<file path="src/rtl/hsi_pkg.sv">
// Shared types, constants and tables for the HSI saturation/intensity adjust block.
package hsi_pkg;

   localparam int TRIG_ITERATIONS = 16;
   localparam int ATAN_ENTRIES    = 24;
   localparam int TRIG_STEPS      = (TRIG_ITERATIONS < ATAN_ENTRIES) ?
                                    TRIG_ITERATIONS : ATAN_ENTRIES;
   localparam int SAT_DIV_STEPS   = 16;
   localparam int FRONT_STAGES    = (TRIG_STEPS > SAT_DIV_STEPS) ? TRIG_STEPS : SAT_DIV_STEPS;
   localparam int RATIO_DIV_STEPS = 18;
   localparam int PIPE_LATENCY    = FRONT_STAGES + TRIG_STEPS + RATIO_DIV_STEPS + 7;

   localparam logic [15:0]        GAIN_RESET   = 16'd4506;
   localparam logic signed [8:0]  OFFSET_RESET = 9'sd50;

   localparam logic CSR_GAIN   = 1'b0;
   localparam logic CSR_OFFSET = 1'b1;

   localparam logic signed [26:0] HUE_HALF_Q16 = 27'sd11796480;
   localparam logic signed [26:0] HUE_FULL_Q16 = 27'sd23592960;
   localparam logic [15:0]        DEG120_Q7    = 16'd15360;
   localparam logic [15:0]        DEG240_Q7    = 16'd30720;
   localparam logic signed [23:0] DEG60_Q16    = 24'sd3932160;
   localparam logic signed [25:0] SQRT3_Q14    = 26'sd28378;
   localparam logic [47:0]        HALF_SQRT3_Q16 = 48'd56756;
   localparam logic [35:0]        THIRD_RECIP  = 36'd174763;
   localparam logic [15:0]        SAT_ONE      = 16'd32768;
   localparam logic signed [32:0] ROT_X_INIT   = 33'sd1073741824;

   typedef enum logic [1:0] {
      SECTOR_RED,
      SECTOR_GREEN,
      SECTOR_BLUE
   } sector_type;

   typedef struct packed {
      logic [7:0] red_in;
      logic [7:0] green_in;
      logic [7:0] blue_in;
   } pixel_in_type;

   typedef struct packed {
      logic [7:0] red_out;
      logic [7:0] green_out;
      logic [7:0] blue_out;
   } pixel_out_type;

   typedef struct packed {
      logic [15:0] hue;
      logic [15:0] sat;
      logic [15:0] inten;
   } hsi_type;

   typedef struct packed {
      sector_type         sector;
      logic [19:0]        sat_g;
      logic signed [17:0] inten;
   } side_type;

   typedef struct packed {
      side_type           side;
      logic signed [19:0] ratio;
   } synth_in_type;

   // atan(2^-i) in degrees, Q.16
   function automatic logic [21:0] atan_q16(input int idx);
      logic [21:0] v;
      case (idx)
         0:  v = 22'd2949120;
         1:  v = 22'd1740967;
         2:  v = 22'd919879;
         3:  v = 22'd466945;
         4:  v = 22'd234379;
         5:  v = 22'd117306;
         6:  v = 22'd58666;
         7:  v = 22'd29335;
         8:  v = 22'd14668;
         9:  v = 22'd7334;
         10: v = 22'd3667;
         11: v = 22'd1833;
         12: v = 22'd917;
         13: v = 22'd458;
         14: v = 22'd229;
         15: v = 22'd115;
         16: v = 22'd57;
         17: v = 22'd29;
         18: v = 22'd14;
         19: v = 22'd7;
         20: v = 22'd4;
         21: v = 22'd2;
         22: v = 22'd1;
         default: v = 22'd0;
      endcase
      return v;
   endfunction

endpackage

</file>
<file path="src/rtl/hsi_synth.sv">
// HSI to RGB: sector products, third component, floor and clamp, sector permute.
module hsi_synth (
   input  logic                   clock,
   input  logic                   reset,
   input  logic                   in_valid,
   input  hsi_pkg::synth_in_type  in_data,
   output logic                   out_strobe,
   output hsi_pkg::pixel_out_type out_pixel
);
   import hsi_pkg::*;

   function automatic logic [7:0] clamp_pixel(input logic signed [30:0] v);
      logic [7:0] p;
      if (v[30]) begin
         p = '0;
      end else if (v[29:16] != '0) begin
         p = '1;
      end else begin
         p = v[15:8];
      end
      return p;
   endfunction

   logic signed [20:0] satg_c, lf_c;
   logic signed [40:0] sr_in, sr_ff;
   logic signed [38:0] lowp_in, lowp_ff;
   logic signed [17:0] inten1_ff, inten2_ff;
   sector_type         sector1_ff, sector2_ff;

   logic signed [40:0] sr_sh_c;
   logic signed [26:0] factor_c;
   logic signed [44:0] prim_in, prim_ff;
   logic signed [38:0] low_sh_c;
   logic signed [23:0] low_in, low_ff;

   logic signed [44:0] prim_sh_c;
   logic signed [30:0] prim_v_c, low_v_c, inten_v_c, third_v_c;
   logic [7:0]         pp_c, pl_c, pt_c;
   pixel_out_type      pix_in, pix_ff;

   logic [2:0]         vld_ff;

   always_ff @(posedge clock) begin
      if (reset) begin
         vld_ff <= '0;
      end else begin
         vld_ff <= {vld_ff[1:0], in_valid};
      end
   end

   always_comb begin
      satg_c = $signed({1'b0, in_data.side.sat_g});
      lf_c = 21'sd32768 - satg_c;
      sr_in = satg_c * in_data.ratio;
      lowp_in = in_data.side.inten * lf_c;
   end

   always_ff @(posedge clock) begin
      sr_ff      <= sr_in;
      lowp_ff    <= lowp_in;
      inten1_ff  <= in_data.side.inten;
      sector1_ff <= in_data.side.sector;
   end

   always_comb begin
      sr_sh_c = sr_ff >>> 15;
      factor_c = 27'sd65536 + $signed(sr_sh_c[26:0]);
      prim_in = inten1_ff * factor_c;
      low_sh_c = lowp_ff >>> 15;
      low_in = low_sh_c[23:0];
   end

   always_ff @(posedge clock) begin
      prim_ff    <= prim_in;
      low_ff     <= low_in;
      inten2_ff  <= inten1_ff;
      sector2_ff <= sector1_ff;
   end

   always_comb begin
      prim_sh_c = prim_ff >>> 16;
      prim_v_c = prim_sh_c[30:0];
      low_v_c = 31'(low_ff);
      inten_v_c = 31'(inten2_ff);
      third_v_c = 31'sd3 * inten_v_c - prim_v_c - low_v_c;
      pp_c = clamp_pixel(prim_v_c);
      pl_c = clamp_pixel(low_v_c);
      pt_c = clamp_pixel(third_v_c);
      case (sector2_ff)
         SECTOR_RED: begin
            pix_in.red_out = pp_c;
            pix_in.green_out = pt_c;
            pix_in.blue_out = pl_c;
         end
         SECTOR_GREEN: begin
            pix_in.red_out = pl_c;
            pix_in.green_out = pp_c;
            pix_in.blue_out = pt_c;
         end
         SECTOR_BLUE: begin
            pix_in.red_out = pt_c;
            pix_in.green_out = pl_c;
            pix_in.blue_out = pp_c;
         end
         default: begin
            pix_in = '0;
         end
      endcase
   end

   always_ff @(posedge clock) begin
      pix_ff <= pix_in;
   end

   assign out_strobe = vld_ff[2];
   assign out_pixel = pix_ff;

endmodule
</file>
<file path="config.mk">
export PLATFORM = sky130hd
export DESIGN_NAME = hsi_synth
export DESIGN_NICKNAME = d
export VERILOG_FILES = /design/src/rtl/hsi_pkg.sv /design/src/rtl/hsi_synth.sv
export SDC_FILE = /design/constraint.sdc
export NUM_CORES = 2
export LEC_CHECK = 0
export BUFFER_PORTS_ARGS = -buffer_cell sky130_fd_sc_hd__buf_2
export CAP_MARGIN = 20
export CORE_ASPECT_RATIO = 0.8
export CORE_MARGIN = 2
export CORE_UTILIZATION = 25
export DETAILED_ROUTE_END_ITERATION = 16
export GPL_TIMING_DRIVEN = 0
export PLACE_DENSITY = 0.43
export REMOVE_ABC_BUFFERS = 1
export SYNTH_ARGS = -nofsm -noshare
export SYNTH_HDL_FRONTEND = slang
export SYNTH_SLANG_ARGS = --single-unit
export TNS_END_PERCENT = 50
</file>
<file path="constraint.sdc">
create_clock -name clock -period 13 [get_ports clock]
set_input_delay 3.9 -clock clock [delete_from_list [all_inputs] [get_ports clock]]
set_output_delay 3.9 -clock clock [all_outputs]
set_load 0.05 [all_outputs]
</file>
==> summary.md <==
| Metric | Value |
|---|---|
| Status | `finished clean` |
| WP data arrival | `about 13 ns` |
| Area growth, synth to finish | `8.47%` |
| Largest cells by area after synthesis | `fa_1 (48%), ha_1 (11%), inv_1 (11%), dfxtp_1 (6.7%), nand2_1 (5.9%)` |
| Vias per inst | `between 4 and 5` |
| Maxcap violations | `0` |
| CTS tree | `built` |
| Final Util | `0.273` |
| Slowest-stage cell, CP | `a2111oi_1` |
| CP Max Fanout | `37` |
| Fin Setup TNS | `0 ns` |
| Slew @ Worst Pin | `1.16 ns` |
| Post-synth EDFFs | `0` |
| First-pass iteration count of the detailed router | `5` |
| Chip width | `approximately 500 um` |
| RD Place Congestion | `a little over 0.8` |
| RSZ-0062 raised after global routing | `false` |
| Die height | `about 410 um` |
| Initial antenna violation count | `8` |
| #FFs+latches synth | `170` |
| Std-Cell Rows | `approximately 150` |
| Vias in the first global route | `approximately 38000` |
| Die area | `between 200000 and 250000 um^2` |
| Share of cells above drive strength 1 | `0.0429` |
| Post-Route WL | `roughly 140000 um` |
| Post-route antenna net violation count | `0` |
| Cts bufs inserted | `17` |
| Mapped Avg Cell Area | `between 9 and 10 um^2` |
| First-pass GRT wire length | `roughly 230000 um` |
| Critical path class | `primary input to register` |
| Final WS setup | `approximately 0.64 ns` |
| Vias | `roughly 35000` |
| Async SR Flop Fraction | `0` |
| CP delay by family, top | `adder cells` |
| CTS Buffer Depth | `2` |
| Most frequent cell after synthesis | `inv_1` |
| Worst path max stage delay | `0.79 ns` |
| Dpl hpwl | `about 110000 um` |
| CP bufs+invs | `7` |
| Period utilisation layout | `0.950` |
| Nature of the critical path endpoint | `register` |
| GRT Util Overall | `0.143` |
| Number of nets in the layout | `7140` |
| Reg clk slew, reported paths | `around 0.07 ns` |
| Placement Setup Slack | `-0.556 ns` |
| Synth Flop Type | `dfxtp_1` |
| Synth Cell Area | `a little over 50000 um^2` |
| Hold Fails Final Rpt | `0` |
| Overflow after GRT | `0` |
| Dominant cell type by area after synthesis | `fa_1` |
| Hold Buf Count CTS | `0` |
| H-tree depth | `4` |
| Buffer count from post-CTS setup fixing | `0` |
| Hold WC Path Type | `register to register` |
| Post-synthesis cell count | `about 5500` |
| Commonest cells in the synthesized netlist | `inv_1 (1441), fa_1 (1212), nand2_1 (800), ha_1 (443), and2_1 (411)` |
| Hold Slack | `between 0.3 and 0.4 ns` |
| Finish-stage setup viols | `0` |
| Yosys warnings | `0` |
| Initial core utilization | `0.252` |
| Sequential share of the synthesized area | `0.0673` |
| Final Max Tran Viols | `0` |
| Minimum clock period | `between 10 and 15 ns` |
| # DRC | `0` |
| Library cells used by synthesis | `75` |
| IO buf count | `87` |
| Worst-case clock skew | `between 0.03 and 0.04 ns` |
| Fmax | `80.9 MHz` |
| Critical Path RT | `approximately 13 ns` |
| Crit start category | `primary input` |
| Critical path's most frequent cell | `fa_1` |
| DR WL/cell | `17.5 um` |
| # IOs | `88` |
| Clock Latency Late Sink | `roughly 0.5 ns` |
| Core area | `201000 um^2` |
| DR iter-0 viols | `around 1900` |
| Slew HR | `0.228` |
| Post-synth top area share | `0.480` |
| Largest net degree at the start of global routing | `38` |
| Root Driver | `clkbuf_16` |
| Sink Count | `between 150 and 200` |
==> registers in the layout, indices dropped and copies added (netlist names) <==
signal and count:
out_pixel 24, sector1_ff 2, sr_ff 26, inten1_ff 18, low_ff 24, prim_ff 29, lowp_ff 24, inten2_ff 18
sector2_ff 2, vld_ff 3
==> cell families (layout without fill, tap and decap cells) <==
| logic type | after synthesis | after routing | share of synthesized area |
|---|---|---|---|
| flops | 170 | 170 | 0.0673 |
| other cells | 0 | 4 | 0 |
| xor+xnor | 152 | 152 | 0.0265 |
| buf+inv | 1678 | 1593 | 0.125 |
| compound gates | 313 | 313 | 0.0420 |
| mux | 30 | 30 | 0.00619 |
| fa+ha+maj | 1655 | 1655 | 0.590 |
| simple gates | 1521 | 1521 | 0.144 |
==> worst reg2reg max path, delay by kind of cell, from the launching register on <==
family          cells  cell delay, ns
simple gates        6            1.19
buf+inv             3            0.16
fa+ha+maj           8            4.27
flops               1            0.94
xor+xnor            1            0.15
compound gates      4            1.70
==> cell usage in the layout, fill, tap and decap left out, drive strengths merged, types with 25 or more instances in the layout <==
cell	synthesis	layout
inv	1441	1448
fa	1212	1212
nand2	800	800
ha	443	443
and2	411	411
dfxtp	170	170
buf	4	119
xnor2	113	113
nor2	100	100
a21oi	85	85
nand2b	59	59
a21o	53	53
o21ai	51	51
xor2	39	39
nand3	31	31
nor3	25	25
==> final timing paths <==
| path | startpoint | endpoint | slack, ns | depth (start not counted) |
|---|---|---|---|---|
| max | in_data[38] | lowp_ff[34]$_DFF_P_ | 0.64 | 27 |
| min | lowp_ff[27]$_DFF_P_ | low_ff[12]$_DFF_P_ | 0.33 | 0 |
| max reg2reg | sr_ff[31]$_DFF_P_ | prim_ff[44]$_DFF_P_ | 4.51 | 22 |
| min reg2reg | lowp_ff[27]$_DFF_P_ | low_ff[12]$_DFF_P_ | 0.33 | 0 |
==> timing repair <==
item                       in CTS  in global routing
setup endpoints to repair       1                 10
resized for setup               1                  2
cloned                          0                  0
==> cell type report <==
class / instances / area, um^2
antenna: 4 / 10.0
clock buffer: 17 / 425
clock inverter: 14 / 176
fill: 21554 / 146000
inverter: 1442 / 5410
multi-input combinational: 3671 / 41000
sequential: 170 / 3430
tap: 2682 / 3360
timing repair buffer: 120 / 983
==> stage by stage <==
stage,cell area (um^2),instances
2_1_floorplan,49700,5283
3_3_place_gp,53500,8052
3_5_place_dp,54200,8083
5_1_grt,54800,8119
4_1_cts,54800,8114
6_report,54800,8120
==> metal layers <==
| metal | track usage | up-vias | share of wire |
|---|---|---|---|
| met4 | 0.0230 | 2 | 0.011 |
| li1 | - | 15826 | - |
| met2 | 0.213 | 738 | 0.42 |
| met1 | 0.224 | 18074 | 0.53 |
| met5 | 0 | - | 0.000091 |
| met3 | 0.0148 | 94 | 0.045 |
Power is left out: the tool's default activity adds up to more than one toggle a clock period on the data nets, which glitch-free logic cannot reach.
