`src/rtl/hsi_pkg.sv`:
```
// Shared types, constants and tables for the HSI saturation/intensity adjust block.
package hsi_pkg;

   localparam int TRIG_ITERATIONS = 16;
   localparam int ATAN_ENTRIES    = 24;
   localparam int TRIG_STEPS      = (TRIG_ITERATIONS < ATAN_ENTRIES) ?
                                    TRIG_ITERATIONS : ATAN_ENTRIES;
   localparam int SAT_DIV_STEPS   = 16;
   localparam int FRONT_STAGES    = (TRIG_STEPS > SAT_DIV_STEPS) ? TRIG_STEPS : SAT_DIV_STEPS;
   localparam int RATIO_DIV_STEPS = 18;
   localparam int PIPE_LATENCY    = FRONT_STAGES + TRIG_STEPS + RATIO_DIV_STEPS + 7;

   localparam logic [15:0]        GAIN_RESET   = 16'd4506;
   localparam logic signed [8:0]  OFFSET_RESET = 9'sd50;

   localparam logic CSR_GAIN   = 1'b0;
   localparam logic CSR_OFFSET = 1'b1;

   localparam logic signed [26:0] HUE_HALF_Q16 = 27'sd11796480;
   localparam logic signed [26:0] HUE_FULL_Q16 = 27'sd23592960;
   localparam logic [15:0]        DEG120_Q7    = 16'd15360;
   localparam logic [15:0]        DEG240_Q7    = 16'd30720;
   localparam logic signed [23:0] DEG60_Q16    = 24'sd3932160;
   localparam logic signed [25:0] SQRT3_Q14    = 26'sd28378;
   localparam logic [47:0]        HALF_SQRT3_Q16 = 48'd56756;
   localparam logic [35:0]        THIRD_RECIP  = 36'd174763;
   localparam logic [15:0]        SAT_ONE      = 16'd32768;
   localparam logic signed [32:0] ROT_X_INIT   = 33'sd1073741824;

   typedef enum logic [1:0] {
      SECTOR_RED,
      SECTOR_GREEN,
      SECTOR_BLUE
   } sector_type;

   typedef struct packed {
      logic [7:0] red_in;
      logic [7:0] green_in;
      logic [7:0] blue_in;
   } pixel_in_type;

   typedef struct packed {
      logic [7:0] red_out;
      logic [7:0] green_out;
      logic [7:0] blue_out;
   } pixel_out_type;

   typedef struct packed {
      logic [15:0] hue;
      logic [15:0] sat;
      logic [15:0] inten;
   } hsi_type;

   typedef struct packed {
      sector_type         sector;
      logic [19:0]        sat_g;
      logic signed [17:0] inten;
   } side_type;

   typedef struct packed {
      side_type           side;
      logic signed [19:0] ratio;
   } synth_in_type;

   // atan(2^-i) in degrees, Q.16
   function automatic logic [21:0] atan_q16(input int idx);
      logic [21:0] v;
      case (idx)
         0:  v = 22'd2949120;
         1:  v = 22'd1740967;
         2:  v = 22'd919879;
         3:  v = 22'd466945;
         4:  v = 22'd234379;
         5:  v = 22'd117306;
         6:  v = 22'd58666;
         7:  v = 22'd29335;
         8:  v = 22'd14668;
         9:  v = 22'd7334;
         10: v = 22'd3667;
         11: v = 22'd1833;
         12: v = 22'd917;
         13: v = 22'd458;
         14: v = 22'd229;
         15: v = 22'd115;
         16: v = 22'd57;
         17: v = 22'd29;
         18: v = 22'd14;
         19: v = 22'd7;
         20: v = 22'd4;
         21: v = 22'd2;
         22: v = 22'd1;
         default: v = 22'd0;
      endcase
      return v;
   endfunction

endpackage

```
`src/rtl/hsi_analyze.sv`:
```
// RGB to HSI: vectoring CORDIC for hue alongside a restoring divider for saturation.
module hsi_analyze (
   input  logic                 clock,
   input  logic                 reset,
   input  logic                 in_valid,
   input  hsi_pkg::pixel_in_type in_pixel,
   output logic                 out_valid,
   output hsi_pkg::hsi_type     out_hsi
);
   import hsi_pkg::*;

   localparam int F = FRONT_STAGES;

   logic [9:0]         r_c, g_c, b_c, sum_c, mn_c, n3_c;
   logic signed [10:0] dx_c, dy_c;
   logic signed [25:0] x_c, y_c, dy_ext;
   logic signed [25:0] x0_c, y0_c;
   logic signed [26:0] z0_c;
   logic [35:0]        iprod_c;

   logic [F:0]         vld_ff;
   logic signed [25:0] x_ff [0:F];
   logic signed [25:0] y_ff [0:F];
   logic signed [26:0] z_ff [0:F];
   logic [9:0]         rem_ff [0:F];
   logic [15:0]        q_ff [0:F];
   logic [9:0]         den_ff [0:F];
   logic [15:0]        inten_ff [0:F];
   logic [F:0]         gray_ff, black_ff;

   logic signed [25:0] x_in [0:F-1];
   logic signed [25:0] y_in [0:F-1];
   logic signed [26:0] z_in [0:F-1];
   logic [9:0]         rem_in [0:F-1];
   logic [15:0]        q_in [0:F-1];

   logic signed [26:0] zw_c;
   hsi_type            out_in, out_ff;
   logic               out_vld_ff;

   always_comb begin
      r_c = {2'b0, in_pixel.red_in};
      g_c = {2'b0, in_pixel.green_in};
      b_c = {2'b0, in_pixel.blue_in};
      sum_c = r_c + g_c + b_c;
      mn_c = (r_c < g_c) ? r_c : g_c;
      if (b_c < mn_c) begin
         mn_c = b_c;
      end
      n3_c = 10'(mn_c * 10'd3);
      dx_c = $signed({r_c, 1'b0}) - $signed({1'b0, g_c}) - $signed({1'b0, b_c});
      dy_c = $signed({1'b0, g_c}) - $signed({1'b0, b_c});
      x_c = 26'($signed({dx_c, 14'b0}));
      dy_ext = 26'(dy_c);
      y_c = dy_ext * SQRT3_Q14;
      // left half-plane: flip the vector and start the angle at 180 degrees
      if (x_c < 0) begin
         x0_c = -x_c;
         y0_c = -y_c;
         z0_c = HUE_HALF_Q16;
      end else begin
         x0_c = x_c;
         y0_c = y_c;
         z0_c = '0;
      end
      iprod_c = {18'b0, sum_c, 8'b0} * THIRD_RECIP;
   end

   always_ff @(posedge clock) begin
      if (reset) begin
         vld_ff <= '0;
      end else begin
         vld_ff <= {vld_ff[F-1:0], in_valid};
      end
   end

   always_ff @(posedge clock) begin
      x_ff[0]     <= x0_c;
      y_ff[0]     <= y0_c;
      z_ff[0]     <= z0_c;
      rem_ff[0]   <= n3_c;
      q_ff[0]     <= '0;
      den_ff[0]   <= sum_c;
      inten_ff[0] <= iprod_c[34:19];
      gray_ff[0]  <= (r_c == g_c) && (g_c == b_c);
      black_ff[0] <= (sum_c == '0);
   end

   for (genvar i = 0; i < F; i++) begin : g_stage
      if (i < TRIG_STEPS) begin : g_rot
         logic signed [26:0] ang;
         logic               up;
         assign ang = $signed({5'b0, atan_q16(i)});
         assign up = (y_ff[i] > 0);
         assign x_in[i] = up ? x_ff[i] + (y_ff[i] >>> i) : x_ff[i] - (y_ff[i] >>> i);
         assign y_in[i] = up ? y_ff[i] - (x_ff[i] >>> i) : y_ff[i] + (x_ff[i] >>> i);
         assign z_in[i] = up ? z_ff[i] + ang : z_ff[i] - ang;
      end else begin : g_rot_pass
         assign x_in[i] = x_ff[i];
         assign y_in[i] = y_ff[i];
         assign z_in[i] = z_ff[i];
      end

      if (i < SAT_DIV_STEPS) begin : g_div
         logic [10:0] trial, diff;
         logic        ge;
         // first step resolves the integer bit, so no shift
         if (i == 0) begin : g_first
            assign trial = {1'b0, rem_ff[i]};
         end else begin : g_next
            assign trial = {rem_ff[i], 1'b0};
         end
         assign ge = (trial >= {1'b0, den_ff[i]});
         assign diff = trial - {1'b0, den_ff[i]};
         assign rem_in[i] = ge ? diff[9:0] : trial[9:0];
         assign q_in[i] = {q_ff[i][14:0], ge};
      end else begin : g_div_pass
         assign rem_in[i] = rem_ff[i];
         assign q_in[i] = q_ff[i];
      end

      always_ff @(posedge clock) begin
         x_ff[i+1]     <= x_in[i];
         y_ff[i+1]     <= y_in[i];
         z_ff[i+1]     <= z_in[i];
         rem_ff[i+1]   <= rem_in[i];
         q_ff[i+1]     <= q_in[i];
         den_ff[i+1]   <= den_ff[i];
         inten_ff[i+1] <= inten_ff[i];
         gray_ff[i+1]  <= gray_ff[i];
         black_ff[i+1] <= black_ff[i];
      end
   end

   always_comb begin
      if (z_ff[F] < 0) begin
         zw_c = z_ff[F] + HUE_FULL_Q16;
      end else if (z_ff[F] >= HUE_FULL_Q16) begin
         zw_c = z_ff[F] - HUE_FULL_Q16;
      end else begin
         zw_c = z_ff[F];
      end
      out_in.hue = gray_ff[F] ? '0 : zw_c[24:9];
      out_in.sat = black_ff[F] ? '0 : SAT_ONE - q_ff[F];
      out_in.inten = inten_ff[F];
   end

   always_ff @(posedge clock) begin
      if (reset) begin
         out_vld_ff <= 1'b0;
      end else begin
         out_vld_ff <= vld_ff[F];
      end
   end

   always_ff @(posedge clock) begin
      out_ff <= out_in;
   end

   assign out_valid = out_vld_ff;
   assign out_hsi = out_ff;

   a_sat_range: assert property (@(posedge clock) disable iff (reset)
      out_vld_ff |-> out_ff.sat <= SAT_ONE)
      else $error("saturation above one");

   a_hue_range: assert property (@(posedge clock) disable iff (reset)
      out_vld_ff |-> out_ff.hue < 16'd46080)
      else $error("hue not wrapped to 0..360");

endmodule

```
`config.mk`:
```
export PLATFORM = sky130hd
export DESIGN_NAME = hsi_analyze
export DESIGN_NICKNAME = d
export VERILOG_FILES = /design/src/rtl/hsi_pkg.sv /design/src/rtl/hsi_analyze.sv
export SDC_FILE = /design/constraint.sdc
export NUM_CORES = 2
export LEC_CHECK = 0
export BUFFER_PORTS_ARGS = -buffer_cell sky130_fd_sc_hd__buf_4
export CAP_MARGIN = 15
export CORE_MARGIN = 2
export CORE_UTILIZATION = 60
export CTS_CLUSTER_DIAMETER = 120
export DETAILED_ROUTE_END_ITERATION = 8
export PLACE_DENSITY = 0.84
export SLEW_MARGIN = 20
export SYNTH_ARGS = -nofsm -noshare
export SYNTH_HDL_FRONTEND = slang
export SYNTH_SLANG_ARGS = --single-unit
```
`constraint.sdc`:
```
create_clock -name clock -period 20.9 [get_ports clock]
set_input_delay 4.18 -clock clock [delete_from_list [all_inputs] [get_ports clock]]
set_output_delay 4.18 -clock clock [all_outputs]
set_load 0.05 [all_outputs]
```
==> results.sh <==
export IMPL_status="completed"
export IMPL_ctsRootBufferMaster="clkbuf_16"
export IMPL_die_w_um=442
export IMPL_drv_slew=0
export IMPL_antenna_found_initial=3
export IMPL_use_met1=0.320
export IMPL_yosysWarningCount=0
export IMPL_clockBufferDepth=3
export IMPL_slowest_stage="xor2_1"
export IMPL_start_util=0.604
export IMPL_worstSetupEndpointType="flop"
export IMPL_post_cts_buffers=0
export IMPL_path_max_fanout=8
export IMPL_final_common_cell="dfxtp_1"
export IMPL_skew_ps=63.2
export IMPL_vias=90060
export IMPL_multi_input_area_mm2=0.0717
export IMPL_synthToLayoutAreaGrowth_pct=9.44
export IMPL_synth_edf_count=0
export IMPL_start_kind="primary input"
export IMPL_setup_viol=0
export IMPL_synthCells=12644
export IMPL_yosys_cell_types_count=86
export IMPL_final_layout_size_suffix_gt1_frac=0.0542
export IMPL_met2_usage=0.443
export IMPL_htreeDepth=4
export IMPL_regArea_mm2=0.0397
export IMPL_cts_hold_buf=0
export IMPL_max_freq_mhz=88.4
export IMPL_cts_sinks=1984
export IMPL_crit_path_frequent_cell="a21o_1"
export IMPL_core_mm2=0.190
export IMPL_crit_buf_inv=5
export IMPL_die_area_mm2=0.195
export IMPL_final_core_util=0.661
export IMPL_fin_crit_sh=0.542
export IMPL_use_met3=0.0330
export IMPL_fin_setup_tns_ps=0
export IMPL_die_h_um=442
export IMPL_slew_headroom=0.252
export IMPL_tightest_slew_ps=1110
export IMPL_ioPinCount=76
export IMPL_gr_usage_all_layers=0.255
export IMPL_nFillCells=14877
export IMPL_grt_max_degree=40
export IMPL_viasPerCell=5.81
export IMPL_syn_area_mm2=0.115
export IMPL_cts_buffers=198
export IMPL_hold_path_class="reg2reg"
export IMPL_dr_pass1_iters=6
export IMPL_required_ps=21660
export IMPL_slowest_delay_ps=700
export IMPL_critPathTopFamily="compound AO/OA/AOI/OAI gates"
export IMPL_grt_first_pass_wirelength_mm=421
export IMPL_postSynthRegisterBits=1984
export IMPL_rsz0062_at_grt="false"
export IMPL_layout_common_cells="dfxtp_1 (1,984), ha_1 (1,431), nor2_1 (1,048), xnor2_1 (1,038), a21oi_1 (925)"
export IMPL_drt_total_wl_mm=258
export IMPL_post_drt_wl_per_cell_um=16.6
export IMPL_final_hold_viol_count=0
export IMPL_insertion_delay_ps=880
export IMPL_routabilityCongestion=0.958
export IMPL_place_hpwl_mm=199
export IMPL_grt_busiest_layer="met2"
export IMPL_finalNonFillerCells=15502
export IMPL_cts_tree="yes"
export IMPL_path_class="in2reg"
export IMPL_cap_violations=0
export IMPL_fin_hold_ws_ps=284
export IMPL_avgSynthCellArea_um2=9.10
export IMPL_arrival_ps=12080
export IMPL_num_rows=160
export IMPL_synth_seq_area_share=0.345
export IMPL_grt_pass1_vias=86425
export IMPL_path_clk_slew_ps=60
export IMPL_drc=0
export IMPL_cts_repair_resized=0
export IMPL_drtIter0Drc=6255
export IMPL_period_needed_ps=11320
export IMPL_synthFlopType="dfxtp_1"
export IMPL_final_antenna_net_count=0
export IMPL_dp_cells=15136
export IMPL_nets=14421
export IMPL_numPortBuffers=75
export IMPL_synthArstFlopShare=0
export IMPL_grt_overflow_total=0
-- cell families after synthesis --
family          after synthesis  share of synthesized area
simple gates               3226                      0.134
xor+xnor                   1491                      0.114
compound gates             3238                      0.180
fa+ha+maj                  1569                      0.180
buf+inv                     978                     0.0323
mux                         157                     0.0149
other cells                   1                  0.0000326
flops                      1984                      0.345
-- cell type report --
class                           instances  area share
Inverter                              841      0.0251
Multi-Input combinational cell       9683       0.569
Clock buffer                          254      0.0439
Antenna cell                            1   0.0000199
Clock inverter                        111      0.0142
Tap cell                             2511      0.0250
Sequential cell                      1984       0.316
Timing Repair Buffer                  117     0.00698
-- per-layer routing --
layer / vias up / wire (um)
met4: 2 / 10400
met1: 41868 / 112000
li1: 45085 / -
met2: 2523 / 122000
met3: 582 / 13600
met5: - / 10
-- sequential cells by signal, indices dropped and copies added (netlist names), 17 cells and up --
| register | flops |
|---|---|
| black_ff | 17 |
| den_ff | 160 |
| gray_ff | 17 |
| inten_ff | 272 |
| out_hsi | 48 |
| q_ff | 136 |
| rem_ff | 160 |
| vld_ff | 17 |
| x_ff | 361 |
| y_ff | 411 |
| z_ff | 384 |
-- per-stage QoR --
| step | instance area [um2] | setup WS (ps) |
|---|---|---|
| 2_1_floorplan | 115000 | 9760 |
| 3_3_place_gp | 119000 | 8820 |
| 3_5_place_dp | 119000 | 8780 |
| 4_1_cts | 126000 | 9710 |
| 5_1_grt | 126000 | 9240 |
| 6_report | 126000 | 9580 |
-- final timing paths --
kind,from,endpoint,slack [ps],cells after the start
max,in_pixel[8],y_ff[0][25],9580,29
min,inten_ff[14][2],inten_ff[15][2],280,0
max reg2reg,y_ff[0][297],x_ff[0][336],13880,21
min reg2reg,inten_ff[14][2],inten_ff[15][2],280,0
-- synth_stat cells, types with 15 or more instances --
master     count  area (um2)
o21bai_1     124         931
o21a_1       235        1760
and4_1        15         131
or3_1        109         682
mux2i_1       47         470
mux2_2       110        1240
a41o_1        20         200
fa_1         138        2760
nand2b_1     181        1130
a31o_2        53         464
a211o_1       47         412
o211ai_1      47         353
nor2_1      1049        3940
o31ai_1      140        1050
and3_1        94         588
nand3b_1      24         180
nor4_1        98         613
nand4_1       82         513
or2_2         47         294
xnor2_1     1038        9090
a41oi_1       24         210
nor3_1       275        1380
or4_1         40         300
a21oi_1      926        4630
o41ai_1       51         447
inv_1        830        3120
a21o_1       341        2560
o2111ai_1     19         166
a21boi_0      85         638
nand2_1      717        2690
xor2_1       453        3970
a2111oi_0     32         280
a221oi_1      26         228
a31oi_1       80         500
ha_1        1431       17900
dfxtp_1     1984       39700
nand3_1      185         926
o21ai_0      727        3640
nor2b_1      193        1210
a211oi_1     100         751
o31a_1        41         359
nor3b_1       21         158
clkbuf_1     119         447
and2_1        62         388
Power is left out: the tool's default activity adds up to more than one toggle a clock period on the data nets, which glitch-free logic cannot reach.
